### config.mk
export PLATFORM = sky130hd
export DESIGN_NAME = jet_cfg
export DESIGN_NICKNAME = d
export VERILOG_FILES = /design/src/rtl/jet_pkg.sv /design/src/rtl/jet_cfg.sv
export SDC_FILE = /design/constraint.sdc
export NUM_CORES = 1
export LEC_CHECK = 0
export ABC_AREA = 1
export BUFFER_PORTS_ARGS = -buffer_cell sky130_fd_sc_hd__buf_2
export CAP_MARGIN = 20
export CELL_PAD_IN_SITES_DETAIL_PLACEMENT = 0
export CELL_PAD_IN_SITES_GLOBAL_PLACEMENT = 1
export CORE_UTILIZATION = 37
export CTS_BUF_LIST = sky130_fd_sc_hd__clkbuf_4 sky130_fd_sc_hd__clkbuf_8
export CTS_CLUSTER_SIZE = 25
export DETAILED_ROUTE_END_ITERATION = 8
export GPL_TIMING_DRIVEN = 0
export PLACE_DENSITY_LB_ADDON = 0.1
export RECOVER_POWER = 50
export SETUP_SLACK_MARGIN = 0.4
export SLEW_MARGIN = 20
export SYNTH_ARGS = -nofsm -noshare
export SYNTH_HDL_FRONTEND = slang
export SYNTH_SLANG_ARGS = --single-unit
### constraint.sdc
create_clock -name clk -period 1.3 [get_ports clk]
set_input_delay 0.13 -clock clk [delete_from_list [all_inputs] [get_ports clk]]
set_output_delay 0.13 -clock clk [all_outputs]
set_load 0.005 [all_outputs]
### src/rtl/jet_pkg.sv
// ----------------------------------------------------------------------------
// jet_pkg
// Shared types and constants for the Julia escape-time pixel unit: payload
// structs, configuration register map, and controller/datapath links.
// ----------------------------------------------------------------------------
package jet_pkg;

  localparam int FRAC_BITS  = 28;
  localparam int MAX_DIM    = 4096;
  localparam int COORD_W    = $clog2(MAX_DIM);
  localparam int MROW_W     = COORD_W + 1;
  localparam int WORD_W     = 32;
  localparam int PROD_W     = 2 * WORD_W;
  localparam int SQ_W       = PROD_W - FRAC_BITS;
  localparam int MAG_W      = SQ_W + 1;
  localparam int NEXT_W     = SQ_W + 2;
  localparam int WIDE_W     = 45;
  localparam int ITER_W     = 16;
  localparam int STEP_W     = 31;
  localparam int DIM_W      = 13;
  localparam int PAL_W      = 8;
  localparam int CFG_IDX_W  = 3;
  localparam int CFG_DATA_W = 32;

  // Start of the plane, -1.5, and the escape bound, 4, in fixed point.
  localparam logic signed [WORD_W-1:0] ORIGIN = WORD_W'(-(64'sd3 <<< (FRAC_BITS - 1)));
  localparam logic [MAG_W-1:0] LIMIT4 = MAG_W'(64'd4 << FRAC_BITS);

  // Configuration register indexes.
  localparam logic [CFG_IDX_W-1:0] REG_C_REAL       = 3'd0;
  localparam logic [CFG_IDX_W-1:0] REG_C_IMAG       = 3'd1;
  localparam logic [CFG_IDX_W-1:0] REG_MAX_ITER     = 3'd2;
  localparam logic [CFG_IDX_W-1:0] REG_STEP_X       = 3'd3;
  localparam logic [CFG_IDX_W-1:0] REG_STEP_Y       = 3'd4;
  localparam logic [CFG_IDX_W-1:0] REG_IMAGE_WIDTH  = 3'd5;
  localparam logic [CFG_IDX_W-1:0] REG_IMAGE_HEIGHT = 3'd6;

  localparam logic [ITER_W-1:0] RST_MAX_ITER = 16'd256;
  localparam logic [STEP_W-1:0] RST_STEP     = 31'd6291456;
  localparam logic [DIM_W-1:0]  RST_DIM      = 13'd128;

  typedef struct packed {
    logic [COORD_W-1:0] col;
    logic [COORD_W-1:0] row;
  } in_t;

  typedef struct packed {
    logic [ITER_W-1:0]  escape_count;
    logic               in_set;
    logic [PAL_W-1:0]   palette_value;
    logic [COORD_W-1:0] mirror_col;
    logic [MROW_W-1:0]  mirror_row;
  } out_t;

  typedef struct packed {
    logic signed [WORD_W-1:0] c_real;
    logic signed [WORD_W-1:0] c_imag;
    logic [ITER_W-1:0]        max_iter;
    logic [STEP_W-1:0]        step_x;
    logic [STEP_W-1:0]        step_y;
    logic [DIM_W-1:0]         image_width;
    logic [DIM_W-1:0]         image_height;
  } cfg_t;

  typedef struct packed {
    logic load_in;
    logic init;
    logic do_mul;
    logic do_upd;
    logic load_out;
  } cmd_t;

  typedef struct packed {
    logic stop;
    logic escape;
  } sts_t;

  // True when a wide signed value fits the 32-bit coordinate word.
  function automatic logic fits_word(input logic [WIDE_W-1:0] v);
    return (v[WIDE_W-1:WORD_W-1] == '0) || (v[WIDE_W-1:WORD_W-1] == '1);
  endfunction

endpackage

### src/rtl/jet_cfg.sv
// ----------------------------------------------------------------------------
// jet_cfg
// Configuration register file: decodes indexed writes into the register set.
// ----------------------------------------------------------------------------
module jet_cfg (
  input  logic                             clk,
  input  logic                             rst,
  input  logic                             cfg_we,
  input  logic [jet_pkg::CFG_IDX_W-1:0]    cfg_index,
  input  logic [jet_pkg::CFG_DATA_W-1:0]   cfg_data,
  output jet_pkg::cfg_t                    cfg
);
  import jet_pkg::*;

  always_ff @(posedge clk) begin
    if (rst) begin
      cfg.c_real       <= '0;
      cfg.c_imag       <= '0;
      cfg.max_iter     <= RST_MAX_ITER;
      cfg.step_x       <= RST_STEP;
      cfg.step_y       <= RST_STEP;
      cfg.image_width  <= RST_DIM;
      cfg.image_height <= RST_DIM;
    end else if (cfg_we) begin
      unique case (cfg_index)
        REG_C_REAL:       cfg.c_real       <= $signed(cfg_data[WORD_W-1:0]);
        REG_C_IMAG:       cfg.c_imag       <= $signed(cfg_data[WORD_W-1:0]);
        REG_MAX_ITER:     cfg.max_iter     <= cfg_data[ITER_W-1:0];
        REG_STEP_X:       cfg.step_x       <= cfg_data[STEP_W-1:0];
        REG_STEP_Y:       cfg.step_y       <= cfg_data[STEP_W-1:0];
        REG_IMAGE_WIDTH:  cfg.image_width  <= cfg_data[DIM_W-1:0];
        REG_IMAGE_HEIGHT: cfg.image_height <= cfg_data[DIM_W-1:0];
        default: begin
        end
      endcase
    end
  end

endmodule

# == Word-level counts from Yosys, hierarchy flattened ==
# Cells that the tools add are included.
# op_classes
add_sub_neg,0
reduce_logical,8
muxes,0
shift,0
n_lt_le_gt_ge,0
n_div,0
n_bitwise,0
n_mul,0
n_eq_ne,6
# op_table
cell,count
2-bit AND reduction,7
"3-bit == test, second input constant",3
"3-bit by 2-bit == test with 1-bit output, second input constant",2
"3-bit by 1-bit == test with 1-bit output, second input constant",1
3-bit logical NOT,1
# totals
word_cells,21
latch_bits,0
n_memories,0
mem_bits_ro,0
reg_bits,168
ramBits,0

# == Logic depth before layout (Yosys ltp) ==
# depth
depth_word,2
depth_mapped,7
ltp_nobuf,5

# == Worst setup path before layout ==
# Ideal clock, no wire load.
# synth_path
path_type,input port to flip-flop
startpoint,input cfg_index[2] (netlist bit)
endpoint,register cfg[1] (netlist bit)
setup_slack_ns,0.332
setup_ns,0.113
arrival_time_ns,0.855
path_stages,6
path_cell_list,nand2_1 > inv_2 > clkbuf_1 > nand3_1 > nand2_1 > nor2_1
# synth_between
elab_chain_cells,2
# synth_rtl
element,line_no,source
start: declaration,jet_cfg.sv:9,"input logic [jet_pkg::CFG_IDX_W-1:0] cfg_index,"
3-bit == test,jet_cfg.sv:25,unique case (cfg_index)
2-bit AND reduction (no line),n/a,
end: declaration,jet_cfg.sv:11,output jet_pkg::cfg_t cfg
# Every way passes these cells.
# A chain may end at the register's enable or synchronous reset.

# == Worst setup path in the final report ==
# layout_path
startpoint,input cfg_index[1] (netlist bit)
endpoint,register cfg[50] (netlist bit)
# The elaborated chain is that of the path after synthesis.

==> results.cfg <==
[synthesis]
yosys.area_share.simple_pct = 42.24
synthAdderAreaFrac_pct = 0
synth.cell_area_mm2 = 0.006650
syn-num-nets = 995
synth_top_family_by_area = simple AND/OR/NAND/NOR gates
ys_warn_count = 0
synth-compound-area-share_pct = 0.1505
synth_xor_area_share_pct = 0
yosysTopAreaCell = dfxtp_1
yosys-top-cells-area = dfxtp_1 51%, nor2_1 18%, nand3_1 13%, nand2_1 10%, buf_2 3.1%
synthCells = 957
synth.area.mux_share_pct = 0
synth_cell_types = 14
yosysTopAreaCellShare_pct = 50.57
ys_seq_area_share_pct = 50.57
syn_area_per_cell_um2 = 6.949
synth-seq-cells = 168

[cells_and_area]
largest_registers = cfg x168
drive_above_1_share_pct = 38.86
fill_cells = 1827
antenna_cells = 0
finalNonFillerCells = 1432
regMostFlops = cfg
area_growth_pct = 38.12
nets = 1232
final_cell_mix = 326 x nor2_1, 182 x nand2_1, 168 x nand3_1, 167 x dfxtp_2, 157 x buf_2
largest_reg_flops = 168
final_common_cell = nor2_1
fin_util_pct = 52.74

[routing]
vias = 6768
first_pass_iters = 5
antenna_left = 0
wl_um = 22890
routed_via_density = 4.726
drc = 0
dr.first_iter.drc_count = 374
routedWlPerCell_um = 15.98

[sta]
fmax_mhz = 907.9
fin_crit_ps = 1101
slew_headroom_pct = 58.89
rsz0062_at_grt = true
hold_viol = 0
fin_skew_ps = 0
worst_pin_slew_ps = 616.6
setup_violations = 0
period_share_pct = 84.73
maxSlewViolCount = 0
setup_tns_ps = 0

[pwr]
p_leak_nw = 4.430
p_per_area_mw_per_mm2 = 1173
total_power_w = 0.01077
ir_drop_uv = 651.7

[status]
status = complete, no violations

[global_route]
grt_max_degree = 17
gr-total-overflow = 0
grt_pass1_vias = 6146
antenna_found_initial = 0
track_usage_pct = 25.16
grt_pass1_wl_um = 34450

[clock_network]
clkSinkCount = 168
clk_latency_ps = 450
cts_root_buf = clkbuf_8
h-tree-depth = 4
tritoncts = yes
clk_pin_slew_worst_paths_ps = 90
cts_buffers = 17
cts_buffer_depth = 2

[floorplanning]
io_pins = 206
core_mm2 = 0.01742
fp.dieW_um = 136.1
fp.dieArea_mm2 = 0.01851
initial_core_util_pct = 38.18
rows = 48
chipHeight_um = 136.1

[placement]
gp_congestion = 0.8080
placedCellCount = 1387
numPortBuffers = 205
dp_hpwl_um = 16290

[critical_path]
worstPathMaxFanout = 10
cpMaxStageDelayCell = clkbuf_1
cp_cell_sequence = buf_2, inv_2, nand2_1, nor2_1, clkbuf_1, nor2_1, nor2_1
critPathTopFamily = simple AND/OR/NAND/NOR gates
ff2ff_setup_slack_ps = 600
cp.buffers_inverters = 3
cpMostUsedCell = nor2_1
crit_path_start_kind = input pin
slowest_delay_ps = 430
cp.arrival_ps = 1500
crit_path_end_kind = register
critPathKind = input pin to register
required_ps = 1700

[run]
cap_violations = 0

[min_path]
hp-class = input pin to register
[worst reg2reg max path: stages, from the launching register on]
cell and delay (ps):
dfxtp_2 340, buf_4 120, nor2_1 90, nor2_1 60
[layer usage]
layer | track usage [%] | part of all wire (%) | vias up
met5 | 0 | 0 | -
met4 | 8.148 | 1.9 | 0
met3 | 6.674 | 5.5 | 27
met2 | 39.79 | 46 | 175
met1 | 33.09 | 46 | 3121
li1 | - | - | 3445
[final timing paths]
check                                  start  endpoint  depth (start not counted)
worst max-delay path            cfg_index[1]   cfg[50]                          7
worst min-delay path            cfg_data[23]   cfg[49]                          5
worst max register to register       cfg[54]   cfg[54]                          3
worst min register to register       cfg[24]   cfg[24]                          2
[area by class of cell]
type                    instances  area (um2)  area share, %
plain buffers                  65       322.8          3.515
clock buffers                  23       304.0          3.310
clock inverters                 9       115.1          1.253
inverters                      39       150.1          1.635
multi-input cells             685        2831          30.83
flip-flops and latches        168        3576          38.93
well taps                     225       281.5          3.065
repair buffers                218        1604          17.46
[kinds of logic (layout without fill, tap and decap cells)]
logic type / Yosys count / after routing
compound gates: 2 / 2
simple gates: 683 / 683
flops: 168 / 168
buf+inv: 104 / 354
[through the flow]
stage                     hold WS (ps)  instance area, um2  setup WS [ps]
final                            55.72                9185          198.5
after CTS                        30.90                8905          212.6
after global placement           347.2                7959         -309.2
after global routing             52.37                9185          83.82
after detailed placement         351.7                7959         -349.3
after floorplan                  243.2                6651          361.8
[synthesized netlist by cell type]
cell type,number
inv_1,35
clkinv_1,1
o21ai_0,2
buf_4,7
dfxtp_1,168
clkbuf_1,14
nor2_1,325
nor2_2,5
buf_1,3
nor2_4,3
buf_2,41
nand3_1,168
nand2_1,182
inv_2,3
[what timing repair did]
action	CTS	global route
hold buffers	5	0
setup endpoints to repair	268	261
setup buffers	2	6
endpoints found under the hold margin	9	0
resized for setup	209	63
pin swaps	0	2
[power by group]
group          internal [W]  switching, W
registers           0.00535      0.000111
logic              0.000529      0.000804
clock network       0.00197       0.00201
(Power assumes the default switching activity.)
