--- src/rtl/jet_pkg.sv ---
// ----------------------------------------------------------------------------
// jet_pkg
// Shared types and constants for the Julia escape-time pixel unit: payload
// structs, configuration register map, and controller/datapath links.
// ----------------------------------------------------------------------------
package jet_pkg;

  localparam int FRAC_BITS  = 28;
  localparam int MAX_DIM    = 4096;
  localparam int COORD_W    = $clog2(MAX_DIM);
  localparam int MROW_W     = COORD_W + 1;
  localparam int WORD_W     = 32;
  localparam int PROD_W     = 2 * WORD_W;
  localparam int SQ_W       = PROD_W - FRAC_BITS;
  localparam int MAG_W      = SQ_W + 1;
  localparam int NEXT_W     = SQ_W + 2;
  localparam int WIDE_W     = 45;
  localparam int ITER_W     = 16;
  localparam int STEP_W     = 31;
  localparam int DIM_W      = 13;
  localparam int PAL_W      = 8;
  localparam int CFG_IDX_W  = 3;
  localparam int CFG_DATA_W = 32;

  // Start of the plane, -1.5, and the escape bound, 4, in fixed point.
  localparam logic signed [WORD_W-1:0] ORIGIN = WORD_W'(-(64'sd3 <<< (FRAC_BITS - 1)));
  localparam logic [MAG_W-1:0] LIMIT4 = MAG_W'(64'd4 << FRAC_BITS);

  // Configuration register indexes.
  localparam logic [CFG_IDX_W-1:0] REG_C_REAL       = 3'd0;
  localparam logic [CFG_IDX_W-1:0] REG_C_IMAG       = 3'd1;
  localparam logic [CFG_IDX_W-1:0] REG_MAX_ITER     = 3'd2;
  localparam logic [CFG_IDX_W-1:0] REG_STEP_X       = 3'd3;
  localparam logic [CFG_IDX_W-1:0] REG_STEP_Y       = 3'd4;
  localparam logic [CFG_IDX_W-1:0] REG_IMAGE_WIDTH  = 3'd5;
  localparam logic [CFG_IDX_W-1:0] REG_IMAGE_HEIGHT = 3'd6;

  localparam logic [ITER_W-1:0] RST_MAX_ITER = 16'd256;
  localparam logic [STEP_W-1:0] RST_STEP     = 31'd6291456;
  localparam logic [DIM_W-1:0]  RST_DIM      = 13'd128;

  typedef struct packed {
    logic [COORD_W-1:0] col;
    logic [COORD_W-1:0] row;
  } in_t;

  typedef struct packed {
    logic [ITER_W-1:0]  escape_count;
    logic               in_set;
    logic [PAL_W-1:0]   palette_value;
    logic [COORD_W-1:0] mirror_col;
    logic [MROW_W-1:0]  mirror_row;
  } out_t;

  typedef struct packed {
    logic signed [WORD_W-1:0] c_real;
    logic signed [WORD_W-1:0] c_imag;
    logic [ITER_W-1:0]        max_iter;
    logic [STEP_W-1:0]        step_x;
    logic [STEP_W-1:0]        step_y;
    logic [DIM_W-1:0]         image_width;
    logic [DIM_W-1:0]         image_height;
  } cfg_t;

  typedef struct packed {
    logic load_in;
    logic init;
    logic do_mul;
    logic do_upd;
    logic load_out;
  } cmd_t;

  typedef struct packed {
    logic stop;
    logic escape;
  } sts_t;

  // True when a wide signed value fits the 32-bit coordinate word.
  function automatic logic fits_word(input logic [WIDE_W-1:0] v);
    return (v[WIDE_W-1:WORD_W-1] == '0) || (v[WIDE_W-1:WORD_W-1] == '1);
  endfunction

endpackage

--- src/rtl/jet_ctrl.sv ---
// ----------------------------------------------------------------------------
// jet_ctrl
// Sequencer: takes a pixel, runs start-point setup and the multiply/update
// iteration loop, and hands the result to the output register.
// ----------------------------------------------------------------------------
module jet_ctrl (
  input  logic          clk,
  input  logic          rst,
  input  logic          in_valid,
  output logic          in_stall,
  output logic          out_valid,
  input  logic          out_stall,
  input  jet_pkg::sts_t sts,
  output jet_pkg::cmd_t cmd
);
  import jet_pkg::*;

  typedef enum logic [4:0] {
    ST_IDLE = 5'b00001,
    ST_INIT = 5'b00010,
    ST_MUL  = 5'b00100,
    ST_UPD  = 5'b01000,
    ST_FIN  = 5'b10000
  } state_t;

  state_t state;
  state_t state_next;
  logic   out_valid_next;

  always_comb begin
    state_next = state;
    cmd        = '0;
    unique case (state)
      ST_IDLE: begin
        if (in_valid) begin
          cmd.load_in = 1'b1;
          state_next  = ST_INIT;
        end
      end
      ST_INIT: begin
        cmd.init   = 1'b1;
        state_next = ST_MUL;
      end
      ST_MUL: begin
        // The limit and range checks happen here, before any multiply.
        if (sts.stop) begin
          state_next = ST_FIN;
        end else begin
          cmd.do_mul = 1'b1;
          state_next = ST_UPD;
        end
      end
      ST_UPD: begin
        cmd.do_upd = 1'b1;
        state_next = sts.escape ? ST_FIN : ST_MUL;
      end
      ST_FIN: begin
        if (!out_valid || !out_stall) begin
          cmd.load_out = 1'b1;
          state_next   = ST_IDLE;
        end
      end
      default: state_next = ST_IDLE;
    endcase
  end

  always_comb begin
    if (cmd.load_out) begin
      out_valid_next = 1'b1;
    end else if (!out_stall) begin
      out_valid_next = 1'b0;
    end else begin
      out_valid_next = out_valid;
    end
  end

  always_ff @(posedge clk) begin
    if (rst) begin
      state     <= ST_IDLE;
      out_valid <= 1'b0;
    end else begin
      state     <= state_next;
      out_valid <= out_valid_next;
    end
  end

  assign in_stall = (state != ST_IDLE);

endmodule

--- config.mk ---
export PLATFORM = sky130hd
export DESIGN_NAME = jet_ctrl
export DESIGN_NICKNAME = d
export VERILOG_FILES = /design/src/rtl/jet_pkg.sv /design/src/rtl/jet_ctrl.sv
export SDC_FILE = /design/constraint.sdc
export NUM_CORES = 1
export LEC_CHECK = 0
export ABC_AREA = 0
export BUFFER_PORTS_ARGS = -buffer_cell sky130_fd_sc_hd__buf_2
export CAP_MARGIN = 10
export CORE_AREA = 2 2 39 41
export CTS_BUF_LIST = sky130_fd_sc_hd__clkbuf_16
export CTS_CLUSTER_SIZE = 25
export DETAILED_ROUTE_END_ITERATION = 6
export DIE_AREA = 0 0 41 43
export PLACE_DENSITY_LB_ADDON = 0.3
export SLEW_MARGIN = 20
export SYNTH_ARGS = -nofsm -noshare
export SYNTH_HDL_FRONTEND = slang
export SYNTH_SLANG_ARGS = --single-unit
--- constraint.sdc ---
create_clock -name clk -period 1.1 [get_ports clk]
set_input_delay 0.22 -clock clk [delete_from_list [all_inputs] [get_ports clk]]
set_output_delay 0.22 -clock clk [all_outputs]
set_load 0.01 [all_outputs]
Word-level counts from Yosys, hierarchy flattened --
Cells that the tools add are included.
Operators by class: add/subtract/negate cells 0, $mul 0, div/mod/pow operators 0, magnitude comparators 0, equality and inequality tests 9, shift operators 0, mux-type cells 15, bitwise gates (word level) 0, reductions and logical operators 4
Operators by type and width (number):
- $pmux 5 s5 | 1
- $mux 5 | 4
- $mux 1 | 10
- $eq 5x1->1 const B | 1
- $eq 5x2->1 const B | 1
- $eq 5x3->1 const B | 1
- $eq 5x4->1 const B | 1
- $eq 5x5->1 const B | 1
- $ne 5x1->1 const B | 1
- $ne 2x2->1 const B | 2
- $logic_not 1->1 | 2
- $ne 2x1->1 const B | 1
- $reduce_and 2->1 | 1
- $logic_or 1x1->1 | 1
Storage, ports and cells: register bits 6, bits in latches 0, RAM bits 0, ROM bits 0, input port bits 6, output and inout port bits 7, logic and storage cells 30, memories 0

Depth between registers and ports, before layout --
Gate-level depths: netlist of the first run.
depth in word-level cells 5, mapped depth 5, depth with buffers taken out 3

Least setup slack after synthesis of the first run --
No wires, ideal clock.
path kind flip-flop to output port, start register state[2], end output port cmd[0] in the netlist's numbering, arrival time 0.954 ns, required time 0.880 ns, slack -0.074 ns, stages on the path, launching flop included 6, path through dfxtp_1 buf_6 nor3_2 nand2_1 a21oi_1 buf_4
RTL lines:
- start: declaration | RTL line jet_ctrl.sv:26 | state_t state;
- start signal: assignment | RTL line jet_ctrl.sv:82 | state <= state_next;
- end: declaration | RTL line jet_ctrl.sv:14 | output jet_pkg::cmd_t cmd

==> flow_summary.yaml, run 1 <==
run_status:
  status: "finished, violations left"
  violations: "setup timing"
timing:
  finalClockSkew_ns: 0.00274
  timing.final.max_slew_violations: 0
  hold_viol_final: 0
  setup_viol: 7
  worst_slack_ns: -0.348
  worst_pin_slew_ns: 0.222
  fin_crit_sh: 1.32
  period_minus_slack_ns: 1.45
  maxSlewHeadroom: 0.851
  fmax_ghz: 0.691
  rsz0062_at_grt: "true"
grt:
  grt_max_degree: 7
  grt_pass1_wl_um: 1280
  track_usage: 0.112
  grt-ovfl-total: 0
  grt_pass1_vias: 308
  grt_antenna_before_repair: 0
critical_path:
  r2r_start: "state[1]"
  path_max_fanout: 4
  worstPathArrival_ns: 1.23
  cp-start-kind: "flip-flop"
  end_kind: "output port"
  r2r_slack_ns: -0.02
  critical_path_required_ns: 0.88
  rr_worst_depth: 3
  path_class: "flip-flop to output port"
  crit_start: "state[1]"
  r2r_end: "state[0]"
  cp-endpoint: "cmd[0]"
placement:
  io_buffers: 12
  dp_hpwl_um: 619
  dpl-instance-area_um2: 429
  gp_congestion: 0.708
  place_inst: 69
power_and_ir_drop:
  swShare: 0.192
  leakage_uw: 0.000243
  ir_drop_mv: 0.571
  total_power_uw: 905
  powerDensity_nw_per_um2: 1610
  switchingPower_uw: 174
  internal_power_uw: 731
  pwr-share-seq: 0.254
  p_clk_frac: 0.653
  combPwrFrac: 0.092
cells_and_area:
  multiInputGateArea_um2: 214
  layout-drive-gt1-share: 0.576
  diodes: 0
  final_cell_area_um2: 562
  num-fill-cells: 152
  fin_nets: 67
  seqCellArea_um2: 129
  fin_cells: 75
  area_growth_pct: 77.5
floorplanning:
  die_area_um2: 1760
  fp.dieW_um: 41
  num_rows: 14
  die_h_um: 43
  coreArea_um2: 1380
  ioPinCount: 13
  start_util: 0.229
cts:
  cts_tree: "done"
  root_buffer: "clkbuf_16"
  cts_sinks: 6
  hold_buffers: 0
  clk_pin_slew_worst_paths_ns: 0.03
  cts_max_path_buffers: 2
  htree_levels: 1
  insertion_delay_ns: 0.23
  cts-buffers-inserted: 3
synth:
  ys.warnings.count: 0
  synth.ff_latch_count: 6
  ys_seq_area_frac: 0.379
  syn_inst: 38
  yosysMostFrequentCell: "dfxtp_1"
  synthesis.nets: 44
  ys.flop_type: "dfxtp_1"
  ys_async_sr_fraction: 0
  synth.avg_cell_area_um2: 8.33
  synth_edf_count: 0
  synth_area_leader_cell: "dfxtp_1"
  synth_area_um2: 317
  synth_top_area_share: 0.379
  synth_common_cells: "dfxtp_1, nor2_1, nand4_1"
  synthDistinctLibCells: 22
  synthTopCellsByArea: "dfxtp_1, nand4_1, nor2_1, nand2b_1, nor4_1"
run:
  drv_cap: 0
routing:
  viasPerCell: 4.63
  detail_route.iter0.violations: 1
  wl_um: 856
  dr.pass1.iters: 4
  avgRoutedWirePerCell_um: 11.4
  num_vias: 347
  ant_nets: 0
  drcViolationCount: 0
min_path:
  min_path_type: "primary input to flip-flop"
## timing repair
action                                  4_1_cts  5_1_grt
pin swaps                                     3        3
endpoints found under the hold margin         0        0
gates resized for setup                       6        4
endpoints found under the setup margin        7        7
buffers inserted                              1        2
## flip-flops by register name, summed over array words and instances (netlist names)
| signal | flops |
|---|---|
| state | 5 |
| out_valid | 1 |
## metal layers
metal	GRT usage	up-vias	routed length [µm]
met5	0	-	0
met4	0.100	0	21
met3	0.0314	3	30
met2	0.150	11	401
met1	0.136	152	402
li1	-	181	-
## how the worst min path moves through the flow
stage           start  endpoint  slack, ns  cells after the start
2_1_floorplan     rst  state[1]       0.28                      1
3_3_place_gp   sts[1]  state[3]       0.43                      2
3_5_place_dp   sts[1]  state[3]       0.43                      2
4_1_cts        sts[1]  state[3]       0.18                      2
5_1_grt        sts[1]  state[3]       0.20                      2
6_report       sts[1]  state[3]       0.18                      2
## cells by family (layout without fill, tap and decap cells)
family / Yosys count / after routing / share of synthesized area
flops: 6 / 6 / 0.379
xor+xnor: 1 / 1 / 0.0277
buf+inv: 3 / 24 / 0.0711
simple gates: 21 / 21 / 0.387
compound gates: 7 / 7 / 0.134
## final cells by class
type | count | share of cell area
Inverter | 1 | 0.00668
Clock buffer | 3 | 0.134
Multi-Input combinational cell | 29 | 0.381
Sequential cell | 6 | 0.229
Timing Repair Buffer | 20 | 0.214
Tap cell | 16 | 0.0356
## power by group through the flow
| stage | sequential [µW] | combinational [µW] | clock, µW |
|---|---|---|---|
| 6_report | 230 | 83.5 | 591 |
| 5_1_grt | 231 | 93.2 | 606 |
| 4_1_cts | 230 | 76.6 | 591 |
| 3_5_place_dp | 240 | 67.3 | 0 |
| 3_3_place_gp | 240 | 67.2 | 0 |
| 2_1_floorplan | 237 | 36.2 | 0 |
## critical path, stage by stage, from the launching register on
cell and delay [ns]:
dfxtp_4 0.34, nor3_4 0.23, buf_4 0.15, nand2_2 0.05, a21oi_2 0.09, buf_2 0.13
## cell usage in the layout, fill, tap and decap left out
| cell type | instances |
|---|---|
| buf_2 | 12 |
| buf_4 | 8 |
| nor2_1 | 4 |
| nand4_1 | 3 |
| clkbuf_16 | 3 |
| dfxtp_1 | 3 |
| a21oi_2 | 2 |
| o21ai_0 | 2 |
| dfxtp_4 | 2 |
| nor3_4 | 1 |
| nor2b_1 | 1 |
| nand2_2 | 1 |
| nand2b_1 | 1 |
| nor4_1 | 1 |
| nand3b_1 | 1 |
| nor2_2 | 1 |
| nand3_1 | 1 |
| nand2b_4 | 1 |
| nor4_2 | 1 |
| nand4b_1 | 1 |
| inv_1 | 1 |
| nor3_1 | 1 |
| nor4bb_1 | 1 |
| nand2_1 | 1 |
| a31oi_1 | 1 |
| xor2_2 | 1 |
| o211ai_1 | 1 |
| a31o_1 | 1 |
| dfxtp_2 | 1 |
## stage by stage
| stage | setup WS [ns] | TNS, ns | utilization | hold WS, ns |
|---|---|---|---|---|
| floorplan | -0.00209 | -0.00309 | - | 0.285 |
| global placement | -0.121 | -0.209 | 0.310 | 0.426 |
| detailed placement | -0.132 | -0.290 | 0.310 | 0.425 |
| CTS | -0.343 | -1.62 | 0.382 | 0.178 |
| global route | -0.419 | -2.17 | 0.406 | 0.198 |
| finish | -0.348 | -1.68 | 0.406 | 0.176 |
Note: power is estimated with default switching activity, not from simulation.
==> run 2: changes to the inputs <==
Settings changed: GPL_TIMING_DRIVEN set to 0.
==> run 2 against run 1 <==
The flow still finishes with violations (setup timing); core utilization rose by 2.2 points; clock skew fell by 0.00083 ns; clock power fell by 1%.
==> flow_summary.yaml, run 2 (synthesized netlist as in run 1, its figures left out) <==
run_status:
  status: "finished, violations left"
  violations: "setup timing"
grt:
  grt-ovfl-total: 0
  grt_pass1_vias: 329
  grt_pass1_wl_um: 1320
  track_usage: 0.116
  gr-usage-met3: 0.0314
  busiest_layer: "met2"
  grtUsageMet1: 0.138
  grt_antenna_before_repair: 0
  grt_max_degree: 9
  grtUsageMet2: 0.163
routing:
  wl_um: 888
  drcViolationCount: 0
  ant_nets: 0
  detail_route.iter0.violations: 10
  dr.pass1.iters: 2
  avgRoutedWirePerCell_um: 11.7
  viasPerCell: 4.66
  num_vias: 354
cts:
  cts-buffers-inserted: 3
  cts_max_path_buffers: 2
  htree_levels: 1
  clk_pin_slew_worst_paths_ns: 0.03
  cts_sinks: 6
  insertion_delay_ns: 0.23
  cts_tree: "done"
  root_buffer: "clkbuf_16"
floorplanning:
  num_rows: 14
  die_area_um2: 1760
  start_util: 0.229
  ioPinCount: 13
  die_h_um: 43
  fp.dieW_um: 41
  coreArea_um2: 1380
timing:
  timing.final.max_slew_violations: 0
  worst_slack_ns: -0.357
  worst_pin_slew_ns: 0.279
  period_minus_slack_ns: 1.46
  fin_crit_sh: 1.32
  finalClockSkew_ns: 0.00191
  setup_viol: 9
  finalHoldWorstSlack_ns: 0.182
  maxSlewHeadroom: 0.814
  fmax_ghz: 0.686
  rsz0062_at_grt: "true"
  hold_viol_final: 0
critical_path:
  r2r_slack_ns: -0.18
  end_kind: "output port"
  r2r_start: "state[1]"
  r2r_end: "state[0]"
  path_class: "flip-flop to output port"
  cp-endpoint: "cmd[4]"
  critical_path_required_ns: 0.88
  crit_start: "state[1]"
  rr_worst_depth: 4
  worstPathArrival_ns: 1.24
  path_max_fanout: 7
  cp-start-kind: "flip-flop"
placement:
  io_buffers: 12
  dp_hpwl_um: 516
  place_inst: 66
  pre_cts_slack_ns: -0.171
  gp_congestion: 0.692
power_and_ir_drop:
  leakage_uw: 0.000249
  p_clk_frac: 0.641
  switchingPower_uw: 172
  combPwrFrac: 0.098
  total_power_uw: 910
  internal_power_uw: 738
  swShare: 0.189
  ir_drop_mv: 0.692
  powerDensity_nw_per_um2: 1540
  pwr-share-seq: 0.260
cells_and_area:
  fin_cells: 76
  layout_common_cells: "buf_2, buf_6, nor2_1, buf_4"
  top_register: "state"
  fin_nets: 68
  area_growth_pct: 87.0
  reg_top3: "state (5), out_valid (1)"
  final_core_util: 0.428
  diodes: 0
  layout_commonest_cell: "buf_2"
  largest_register_ff_count: 5
  layout-drive-gt1-share: 0.617
min_path:
  worstHoldStart: "sts[1]"
  min_path_type: "primary input to flip-flop"
run:
  drv_cap: 0
==> run 2: power groups by stage <==
stage          registers, µW  clock network [µW]  logic, µW
6_report                 237                 584       89.6
4_1_cts                  237                 589       74.1
2_1_floorplan            237                   0       36.2
3_5_place_dp             239                   0       62.2
5_1_grt                  238                 602       98.7
3_3_place_gp             239                   0       61.7
==> run 2: stage by stage <==
stage	TNS (ns)	cell area, µm²
2_1_floorplan	-0.00309	330
5_1_grt	-2.67	592
6_report	-1.95	592
3_5_place_dp	-0.422	410
3_3_place_gp	-0.456	410
4_1_cts	-1.95	567
==> run 2: worst max-delay path, stage by stage (launching register included) <==
cell	delay [ns]
dfxtp_4	0.36
nor3_4	0.25
nand4b_1	0.19
inv_1	0.09
buf_2	0.12
==> run 2: layout make-up <==
| type | count | area [µm²] |
|---|---|---|
| plain buffers | 1 | 11.3 |
| clock buffers | 3 | 75.1 |
| fillers | 142 | 792 |
| inverters | 1 | 3.75 |
| multi-input cells | 29 | 213 |
| flip-flops and latches | 6 | 128 |
| well taps | 16 | 20.0 |
| repair buffers | 20 | 141 |
==> run 2: metal layers <==
metal / part of all wire / routed length, µm / vias up
met5: 0 / 0 / -
met4: 0.020 / 18 / 0
met3: 0.034 / 30 / 2
met2: 0.50 / 442 / 9
met1: 0.45 / 397 / 157
li1: - / - / 186
==> run 2: timing repair <==
item,in CTS,in global routing
pin swaps,6,7
buffers inserted,8,4
hold buffers,0,0
endpoints found under the hold margin,0,0
resized for setup,10,8
endpoints found under the setup margin,7,10
==> run 2: how the worst min path moves through the flow <==
stage               endpoint  slack [ns]  depth (start not counted)
detailed placement  state[3]        0.43                          2
floorplan           state[1]        0.28                          1
global placement    state[3]        0.42                          2
global route        state[3]        0.21                          2
CTS                 state[3]        0.18                          2
finish              state[3]        0.18                          2
